--- src/rtl/mpf_pkg.sv ---
// Package: shared constants and types of the MQTT publish framer.
`default_nettype none
package mpf_pkg;

  // Lengths are taken in their low LEN_W bits (range 8..16).
  localparam int LEN_W = 16;
  // Input field widths.
  localparam int FLD_LEN_W = 16;
  localparam int QOS_W     = 2;
  localparam int OCT_W     = 8;
  // Remaining length, padded to three 7-bit varint groups.
  localparam int VAR_W     = 21;
  localparam int VAR_GRP   = 7;
  // Most result bytes one transaction can cause, and widths to count/index them.
  localparam int MAX_RES   = 8;
  localparam int IDX_W     = $clog2(MAX_RES);
  localparam int CNT_W     = $clog2(MAX_RES + 1);
  localparam int ID_W      = 16;

  localparam logic [OCT_W-1:0] PUBLISH_HDR = 8'h30;
  localparam logic [OCT_W-1:0] VAR_CONT    = 8'h80;

  typedef enum logic {
    OP_START = 1'b0,
    OP_DATA  = 1'b1
  } op_t;

  // One transaction's worth of result bytes, first byte in slot 0.
  typedef struct packed {
    logic [MAX_RES-1:0][OCT_W-1:0] data;
    logic [MAX_RES-1:0]            last;
    logic [CNT_W-1:0]              count;
  } burst_t;

endpackage
`default_nettype wire

--- src/rtl/mpf_if.sv ---
// Interfaces: input item channel and output byte channel.
`default_nettype none
interface mpf_in_if;
  logic        valid;
  logic        ready;
  logic        op;
  logic [15:0] topic_length;
  logic [15:0] message_length;
  logic [1:0]  qos_level;
  logic [7:0]  data_byte;

  modport source (output valid, op, topic_length, message_length, qos_level, data_byte,
                  input ready);
  modport sink   (input valid, op, topic_length, message_length, qos_level, data_byte,
                  output ready);
endinterface

interface mpf_out_if;
  logic       valid;
  logic       ready;
  logic [7:0] out_byte;
  logic       last_of_packet;

  modport source (output valid, out_byte, last_of_packet, input ready);
  modport sink   (input valid, out_byte, last_of_packet, output ready);
endinterface
`default_nettype wire

--- src/rtl/mpf_encoder.sv ---
// Encoder: input register, packet state and result byte burst builder.
`default_nettype none
module mpf_encoder (
  input  wire logic           clk,
  input  wire logic           rst_n,
  mpf_in_if.sink              in_ch,
  input  wire logic           ser_ready,
  output logic                burst_v,
  output mpf_pkg::burst_t     burst
);
  import mpf_pkg::*;

  // input register
  logic                 item_v_r;
  logic                 op_r;
  logic [FLD_LEN_W-1:0] tlen_r;
  logic [FLD_LEN_W-1:0] mlen_r;
  logic [QOS_W-1:0]     qos_r;
  logic [OCT_W-1:0]     dbyte_r;

  // packet state
  logic [ID_W-1:0]  ident_r,      ident_nxt;
  logic [LEN_W-1:0] topic_left_r, topic_left_nxt;
  logic [LEN_W-1:0] msg_left_r,   msg_left_nxt;
  logic [QOS_W-1:0] pend_qos_r,   pend_qos_nxt;
  logic             in_pkt_r,     in_pkt_nxt;

  logic             in_fire;
  logic             load;
  logic [LEN_W-1:0] tl;
  logic [LEN_W-1:0] ml;
  logic [VAR_W-1:0] rem;
  logic [CNT_W-1:0] k;
  logic             do_after;

  assign load         = item_v_r && ser_ready;
  assign in_ch.ready  = !item_v_r || ser_ready;
  assign in_fire      = in_ch.valid && in_ch.ready;
  assign burst_v      = item_v_r;
  assign tl           = tlen_r[LEN_W-1:0];
  assign ml           = mlen_r[LEN_W-1:0];
  assign rem          = VAR_W'(2) + VAR_W'(tl) + VAR_W'(ml)
                      + ((qos_r != '0) ? VAR_W'(2) : VAR_W'(0));

  always_comb begin
    burst          = '0;
    k              = '0;
    do_after       = 1'b0;
    ident_nxt      = ident_r;
    topic_left_nxt = topic_left_r;
    msg_left_nxt   = msg_left_r;
    pend_qos_nxt   = pend_qos_r;
    in_pkt_nxt     = in_pkt_r;

    if (op_t'(op_r) == OP_START) begin
      burst.data[k[IDX_W-1:0]] = PUBLISH_HDR | OCT_W'({qos_r, 1'b0});
      k = k + 1'b1;
      // remaining length, base-128, low group first
      burst.data[k[IDX_W-1:0]] = {1'b0, rem[VAR_GRP-1:0]}
                               | ((rem[VAR_W-1:VAR_GRP] != '0) ? VAR_CONT : '0);
      k = k + 1'b1;
      if (rem[VAR_W-1:VAR_GRP] != '0) begin
        burst.data[k[IDX_W-1:0]] = {1'b0, rem[2*VAR_GRP-1:VAR_GRP]}
                                 | ((rem[VAR_W-1:2*VAR_GRP] != '0) ? VAR_CONT : '0);
        k = k + 1'b1;
      end
      if (rem[VAR_W-1:2*VAR_GRP] != '0) begin
        burst.data[k[IDX_W-1:0]] = {1'b0, rem[VAR_W-1:2*VAR_GRP]};
        k = k + 1'b1;
      end
      burst.data[k[IDX_W-1:0]] = tlen_r[FLD_LEN_W-1:OCT_W] & OCT_W'(tl >> OCT_W);
      k = k + 1'b1;
      burst.data[k[IDX_W-1:0]] = tl[OCT_W-1:0];
      burst.last[k[IDX_W-1:0]] = (tl == '0) && (qos_r == '0) && (ml == '0);
      k = k + 1'b1;
      topic_left_nxt = tl;
      msg_left_nxt   = ml;
      pend_qos_nxt   = qos_r;
      in_pkt_nxt     = 1'b1;
      do_after       = (tl == '0);
    end else if (in_pkt_r) begin
      if (topic_left_r != '0) begin
        topic_left_nxt = topic_left_r - 1'b1;
        burst.data[k[IDX_W-1:0]] = dbyte_r;
        burst.last[k[IDX_W-1:0]] = (topic_left_nxt == '0) && (pend_qos_r == '0)
                                 && (msg_left_r == '0);
        k = k + 1'b1;
        do_after = (topic_left_nxt == '0);
      end else if (msg_left_r != '0) begin
        msg_left_nxt = msg_left_r - 1'b1;
        burst.data[k[IDX_W-1:0]] = dbyte_r;
        burst.last[k[IDX_W-1:0]] = (msg_left_nxt == '0);
        k = k + 1'b1;
        if (msg_left_nxt == '0) begin
          in_pkt_nxt = 1'b0;
        end
      end else begin
        in_pkt_nxt = 1'b0;
      end
    end

    // topic done: owed packet identifier, then message phase
    if (do_after) begin
      if (pend_qos_nxt != '0) begin
        burst.data[k[IDX_W-1:0]] = ident_r[ID_W-1:OCT_W];
        k = k + 1'b1;
        burst.data[k[IDX_W-1:0]] = ident_r[OCT_W-1:0];
        burst.last[k[IDX_W-1:0]] = (msg_left_nxt == '0);
        k = k + 1'b1;
        ident_nxt    = ident_r + 1'b1;
        pend_qos_nxt = '0;
      end
      in_pkt_nxt = (msg_left_nxt != '0);
    end
    burst.count = k;
  end

  always_ff @(posedge clk) begin
    if (!rst_n) begin
      item_v_r     <= 1'b0;
      ident_r      <= '0;
      topic_left_r <= '0;
      msg_left_r   <= '0;
      pend_qos_r   <= '0;
      in_pkt_r     <= 1'b0;
    end else begin
      if (in_fire) begin
        item_v_r <= 1'b1;
      end else if (load) begin
        item_v_r <= 1'b0;
      end
      if (load) begin
        ident_r      <= ident_nxt;
        topic_left_r <= topic_left_nxt;
        msg_left_r   <= msg_left_nxt;
        pend_qos_r   <= pend_qos_nxt;
        in_pkt_r     <= in_pkt_nxt;
      end
    end
  end

  always_ff @(posedge clk) begin
    if (in_fire) begin
      op_r    <= in_ch.op;
      tlen_r  <= in_ch.topic_length;
      mlen_r  <= in_ch.message_length;
      qos_r   <= in_ch.qos_level;
      dbyte_r <= in_ch.data_byte;
    end
  end

endmodule
`default_nettype wire

--- src/rtl/mpf_serializer.sv ---
// Serializer: result register; drains a burst one byte per cycle while ready.
`default_nettype none
module mpf_serializer (
  input  wire logic           clk,
  input  wire logic           rst_n,
  input  wire logic           burst_v,
  input  mpf_pkg::burst_t     burst,
  output logic                ser_ready,
  mpf_out_if.source           out_ch
);
  import mpf_pkg::*;

  logic [MAX_RES-1:0][OCT_W-1:0] data_r;
  logic [MAX_RES-1:0]            last_r;
  logic [CNT_W-1:0]              cnt_r;
  logic                          out_fire;
  logic                          load;

  assign out_fire  = out_ch.valid && out_ch.ready;
  // empty, or the only byte left leaves this cycle
  assign ser_ready = (cnt_r == '0) || ((cnt_r == CNT_W'(1)) && out_ch.ready);
  assign load      = burst_v && ser_ready;

  assign out_ch.valid          = (cnt_r != '0);
  assign out_ch.out_byte       = data_r[0];
  assign out_ch.last_of_packet = last_r[0];

  always_ff @(posedge clk) begin
    if (!rst_n) begin
      cnt_r <= '0;
    end else if (load) begin
      cnt_r <= burst.count;
    end else if (out_fire) begin
      cnt_r <= cnt_r - 1'b1;
    end
  end

  always_ff @(posedge clk) begin
    if (load) begin
      data_r <= burst.data;
      last_r <= burst.last;
    end else if (out_fire) begin
      data_r <= {OCT_W'(0), data_r[MAX_RES-1:1]};
      last_r <= {1'b0, last_r[MAX_RES-1:1]};
    end
  end

endmodule
`default_nettype wire

--- src/rtl/mqtt_publish_framer_unit.sv ---
// Top level: MQTT 3.1.1 PUBLISH packet framer.
// Latency: the first result byte of a transaction is registered in the encoder's input
//   register, then in the serializer's result register, before it is valid.
// Throughput: one data transaction per cycle while the output is ready; a start
//   transaction yields 4 to 8 bytes and the last topic byte with an owed identifier
//   yields 3; input stalls while the byte-wide output serializer sends them.
// Reset: synchronous, active low; clears the packet identifier, packet state
//   and both stage valids. Payload registers are not reset.
`default_nettype none
module mqtt_publish_framer_unit (
  input  wire logic clk,
  input  wire logic rst_n,
  mpf_in_if.sink    in_ch,
  mpf_out_if.source out_ch
);
  import mpf_pkg::*;

  // Stage 1 (encoder): input register plus the packet state machine. When the
  // serializer can take a burst, the registered transaction is turned into up
  // to eight bytes: header, varint remaining length, topic length, topic or
  // message byte, and the packet identifier when QoS is owed.
  // Stage 2 (serializer): holds the burst and drains it one byte per cycle while
  // the output is ready. It takes the next burst in the same cycle its last byte
  // is taken, so a stream of data transactions runs at one per cycle when not stalled.
  logic   burst_v;
  burst_t burst;
  logic   ser_ready;

  mpf_encoder u_enc (
    .clk       (clk),
    .rst_n     (rst_n),
    .in_ch     (in_ch),
    .ser_ready (ser_ready),
    .burst_v   (burst_v),
    .burst     (burst)
  );

  // Data transactions outside a packet yield an empty burst and simply vanish.
  mpf_serializer u_ser (
    .clk       (clk),
    .rst_n     (rst_n),
    .burst_v   (burst_v),
    .burst     (burst),
    .ser_ready (ser_ready),
    .out_ch    (out_ch)
  );

endmodule
`default_nettype wire

--- src/flat_wrapper.sv ---
// flat-port wrapper written by rule: the top's interface ports become plain ports
module mqtt_publish_framer_unit_flat import mpf_pkg::*;
  (clk, rst_n, in_ch_valid, in_ch_op, in_ch_topic_length, in_ch_message_length, in_ch_qos_level, in_ch_data_byte, in_ch_ready, out_ch_valid, out_ch_out_byte, out_ch_last_of_packet, out_ch_ready);
  mpf_in_if in_ch_i ();
  mpf_out_if out_ch_i ();
  input  wire logic clk;
  input  wire logic rst_n;
  input wire logic [$bits(in_ch_i.valid)-1:0] in_ch_valid;
  input wire logic [$bits(in_ch_i.op)-1:0] in_ch_op;
  input wire logic [$bits(in_ch_i.topic_length)-1:0] in_ch_topic_length;
  input wire logic [$bits(in_ch_i.message_length)-1:0] in_ch_message_length;
  input wire logic [$bits(in_ch_i.qos_level)-1:0] in_ch_qos_level;
  input wire logic [$bits(in_ch_i.data_byte)-1:0] in_ch_data_byte;
  output wire logic [$bits(in_ch_i.ready)-1:0] in_ch_ready;
  output wire logic [$bits(out_ch_i.valid)-1:0] out_ch_valid;
  output wire logic [$bits(out_ch_i.out_byte)-1:0] out_ch_out_byte;
  output wire logic [$bits(out_ch_i.last_of_packet)-1:0] out_ch_last_of_packet;
  input wire logic [$bits(out_ch_i.ready)-1:0] out_ch_ready;
  assign in_ch_i.valid = in_ch_valid;
  assign in_ch_i.op = in_ch_op;
  assign in_ch_i.topic_length = in_ch_topic_length;
  assign in_ch_i.message_length = in_ch_message_length;
  assign in_ch_i.qos_level = in_ch_qos_level;
  assign in_ch_i.data_byte = in_ch_data_byte;
  assign in_ch_ready = in_ch_i.ready;
  assign out_ch_valid = out_ch_i.valid;
  assign out_ch_out_byte = out_ch_i.out_byte;
  assign out_ch_last_of_packet = out_ch_i.last_of_packet;
  assign out_ch_i.ready = out_ch_ready;
  mqtt_publish_framer_unit u_core (.clk(clk), .rst_n(rst_n), .in_ch(in_ch_i), .out_ch(out_ch_i));
endmodule
--- config.mk ---
export PLATFORM = sky130hd
export DESIGN_NAME = mqtt_publish_framer_unit_flat
export DESIGN_NICKNAME = d
export VERILOG_FILES = /design/src/rtl/mpf_pkg.sv /design/src/rtl/mpf_if.sv /design/src/rtl/mpf_encoder.sv /design/src/rtl/mpf_serializer.sv /design/src/rtl/mqtt_publish_framer_unit.sv /design/src/flat_wrapper.sv
export SDC_FILE = /design/constraint.sdc
export NUM_CORES = 1
export LEC_CHECK = 0
export BUFFER_PORTS_ARGS = -buffer_cell sky130_fd_sc_hd__buf_2
export CELL_PAD_IN_SITES_DETAIL_PLACEMENT = 1
export CELL_PAD_IN_SITES_GLOBAL_PLACEMENT = 2
export CORE_UTILIZATION = 43
export DETAILED_ROUTE_END_ITERATION = 10
export MAX_ROUTING_LAYER = met4
export PLACE_DENSITY_LB_ADDON = 0.05
export SYNTH_ARGS = -nofsm -noshare
export SYNTH_HDL_FRONTEND = slang
export SYNTH_HIERARCHICAL = 1
export SYNTH_SLANG_ARGS = --single-unit
export TNS_END_PERCENT = 20
--- constraint.sdc ---
create_clock -name clk -period 14.35 [get_ports clk]
set_input_delay 1.435 -clock clk [delete_from_list [all_inputs] [get_ports clk]]
set_output_delay 1.435 -clock clk [all_outputs]
set_load 0.1 [all_outputs]
==> metrics.md <==
| Metric | Value |
|---|---|
| Run status | completed |
| Max incr delay on CP | 820 ps |
| Fin. Hold Viols | 0 |
| Critical path peak fanout | 34 |
| Worst EP arrival | 8120 ps |
| Worst hold path class | register to register |
| Max clock buf depth | 2 |
| Fraction of layout cells with a size suffix above 1 | 17.7% |
| Post-DP HPWL | 33.1 mm |
| CP endpoint kind | register |
| Initial cell density of the core | roughly 44% |
| Post-route DRC | 0 |
| # nets final | 1454 |
| Die Area | 30500 sq um |
| Final ANT Viol Nets | 0 |
| Overall die width | 175 microns |
| Final Max Slew Viols | 0 |
| # Max-Cap Violations | 0 |
| Final worst slack | between 6000 and 7000 ps |
| Avg Cell Area, Syn | 9.16 sq um |
| Clk root buf | clkbuf_16 |
| Number of synthesized register bits | 171 |
| Core area | roughly 29000 sq um |
| WL final | 45.9 mm |
| Via density | 6.30 |
| Number of antenna diodes | 0 |
| First-pass GRT wire length | 70.3 mm |
| Filler Cells Inserted | 3357 |
| CP Launch Type | register |
| Peak Freq | 0.128 GHz |
| Minimum clock period | between 7000 and 8000 ps |
| GRT Total Usage | 31.5% |
| Vias | 11.1k |
| Clock Skew | 10.7 ps |
| Initial antenna violation count | 0 |
| Slew HR | 21.2% |
| Async SR Flop Fraction | 0% |
| Post-synth top area cell | edfxtp_1 |
| Top Ports | 58 |
| Yosys cell types | 91 |
| Top cell type's share of synthesized area | 27.0% |
| Post-CTS setup buffer count | 0 |
| Buf/Inv on CP | 3 |
| PD cells | approximately 220 nW/um^2 |
| Die height | 175 microns |
| CP delay by family, top | simple AND/OR/NAND/NOR gates |
| # setup viols final | 0 |
| Drt first-iter violations | 862 |
| Pin count of the biggest net entering global routing | 75 |
| Cell-by-cell trace of the critical path | inv_1 -> ha_1 -> inv_1 -> fa_1 -> a21o_1 -> a221oi_2 -> o21ai_1 -> a211oi_1 -> xnor2_1 -> nand3_1 -> or2_1 -> ha_1 -> buf_4 -> a21o_1 -> ha_1 -> nor2_1 -> nand2_1 -> o21ai_0 -> mux2_4 |
| Count leader, synth | edfxtp_1 |
| CTS sink count | 171 |
| Crit path top cell by count | ha_1 |
| Wire length per cell | between 20 and 30 microns |
| Syn_nets | 1491 |
| Worst-path clk slew | approximately 70 ps |
| Post-synth EDFFs | 115 |
| DRT Pass-1 Iters | 5 |
| Ys flop type | edfxtp_1 |
| CP max-delay cell | nor2_1 |
| Clk_lat worst skew | about 460 ps |
| Cts repair resizes | 0 |
| Num CTS Buffers | 17 |
| Placer Congestion | ~0.9 |
| Largest cells by area after synthesis | edfxtp_1, dfxtp_1, mux2_4 |
| Synth Instances | 1399 |
| TritonCTS clock tree | yes |
| Rows | 62 |
| RSZ-0062 raised after global routing | no |
| Tcrit/Tclk final | a little over half |
| Static Leakage | 5.30 nW |
| Placement Setup Slack | 6670 ps |
| Final global-route overflow total | 0 |
| WS Path Type | register to register |
| Worst slew pin tran | 1180 ps |
| Setup TNS | 0 ps |
| Max VDD drop | 0.109 mV |
| Hold WS | between 500 and 600 ps |
| CTS Hold Buffers Added | 0 |
| Vias in the first global route | between 10k and 15k |
| Buffers on Ports | 57 |
| Number of H-tree levels | 4 |
| Commonest cells post-synth | edfxtp_1, nand2_1, a21oi_1 |
| Area grow syn2layout | 7.34% |
| Synthesized area | 12800 sq um |
| CP Data Required Time | between 10000 and 15000 ps |
| Ys Warns | 6 |
| Sequential share of the synthesized area | 35.7% |
[report_power, final]
| group | internal, mW | switching, mW | total [mW] | leakage [nW] |
|---|---|---|---|---|
| Clock | 0.296 | 0.216 | 0.511 | 0.308 |
| Combinational | 0.585 | 1.00 | 1.59 | 3.43 |
| Sequential | 0.766 | 0.114 | 0.880 | 1.57 |
[layout make-up]
class / count / area [sq um] / share of cell area, %
clock buffer: 18 / 429 / 3.12
clock inverter: 14 / 209 / 1.52
inverter: 48 / 180 / 1.31
multi-input combinational: 1049 / 7460 / 54.2
sequential: 171 / 4570 / 33.3
tap: 384 / 480 / 3.49
timing repair buffer: 75 / 420 / 3.06
[layer usage]
metal  vias up  part of all wire, %  GRT usage (%)  routed length (microns)
met5         -                    0              -                        0
met4         0                  3.2           12.3                     1490
met3        74                  3.8           4.20                     1760
met2       269                   48           51.6                    22200
met1      5550                   44           39.3                    20400
li1       5181                    -              -                        -
[path summary, 6_finish.rpt]
kind / from / endpoint / slack [ps] / cells past startpoint
setup / recovery: u_core/u_enc/tl[1]$_DFFE_PP_ / u_core/u_ser/data_r[36]$_DFFE_PP_ / 6560 / 19
hold / removal: u_core/u_enc/in_pkt_r$_SDFFE_PN0P_ / u_core/u_enc/in_pkt_r$_SDFFE_PN0P_ / 510 / 2
setup reg to reg: u_core/u_enc/tl[1]$_DFFE_PP_ / u_core/u_ser/data_r[36]$_DFFE_PP_ / 6560 / 19
hold reg to reg: u_core/u_enc/in_pkt_r$_SDFFE_PN0P_ / u_core/u_enc/in_pkt_r$_SDFFE_PN0P_ / 510 / 2
[stage by stage]
step / std cells / utilization, % / power [mW] / instance area [sq um]
after floorplan: 1399 / - / 2.08 / 12800
after global placement: 1727 / 45.2 / 2.43 / 13100
after detailed placement: 1727 / 45.2 / 2.45 / 13100
after CTS: 1759 / 47.4 / 2.98 / 13700
after global routing: 1759 / 47.4 / 3.15 / 13700
final: 1759 / 47.4 / 2.98 / 13700
[tightest hold or removal path: stages (launching register included)]
cell      delay (ps)
dfxtp_1          350
nand2_1           70
a21boi_1          50
[kinds of logic after synthesis]
group,synth area share [%]
XOR/XNOR,3.14
buffers and inverters,6.21
multiplexers,8.85
adder cells (fa/ha/maj),4.45
flip-flops,35.7
AND/OR/NAND/NOR,19.5
AO/OA/AOI/OAI,22.1
[registers in the layout, indices dropped and copies added, names as in the netlist, 2 cells and up]
name / flops
u_core/u_enc/dbyte_r: 8
u_core/u_enc/ident_r: 16
u_core/u_enc/ml: 16
u_core/u_enc/msg_left_r: 16
u_core/u_enc/pend_qos_r: 2
u_core/u_enc/qos_r: 2
u_core/u_enc/tl: 16
u_core/u_enc/topic_left_r: 16
u_core/u_ser/cnt_r: 4
u_core/u_ser/data_r: 56
u_core/u_ser/last_r: 8
u_core/u_ser/out_ch.out_byte: 8
[placed cells by master (no fill, tap or decap), types with 9 or more instances in the layout]
cell,synthesis,routed
edfxtp_1,115,115
nand2_1,104,104
a21oi_1,100,100
nor2_1,99,99
o21ai_0,72,72
mux2_4,60,60
buf_2,15,57
dfxtp_1,56,56
inv_1,46,46
ha_1,44,44
nor3_1,40,40
nand3_1,35,35
o221a_2,33,33
and3_1,31,31
xnor2_1,30,30
a211oi_1,29,29
and2_1,28,27
a22oi_1,21,21
buf_4,8,18
clkbuf_16,0,17
nand4_1,17,17
nor4_1,17,17
or3_1,17,17
nor2b_1,15,15
o211ai_1,14,14
a31oi_1,14,14
mux2i_1,14,14
a21o_1,14,13
xor2_1,14,13
o22ai_1,13,13
nand2b_1,11,11
o311ai_0,11,11
or4_1,11,11
a211o_1,9,9
a21boi_0,9,9
Note: power is estimated with default switching activity, not from simulation.
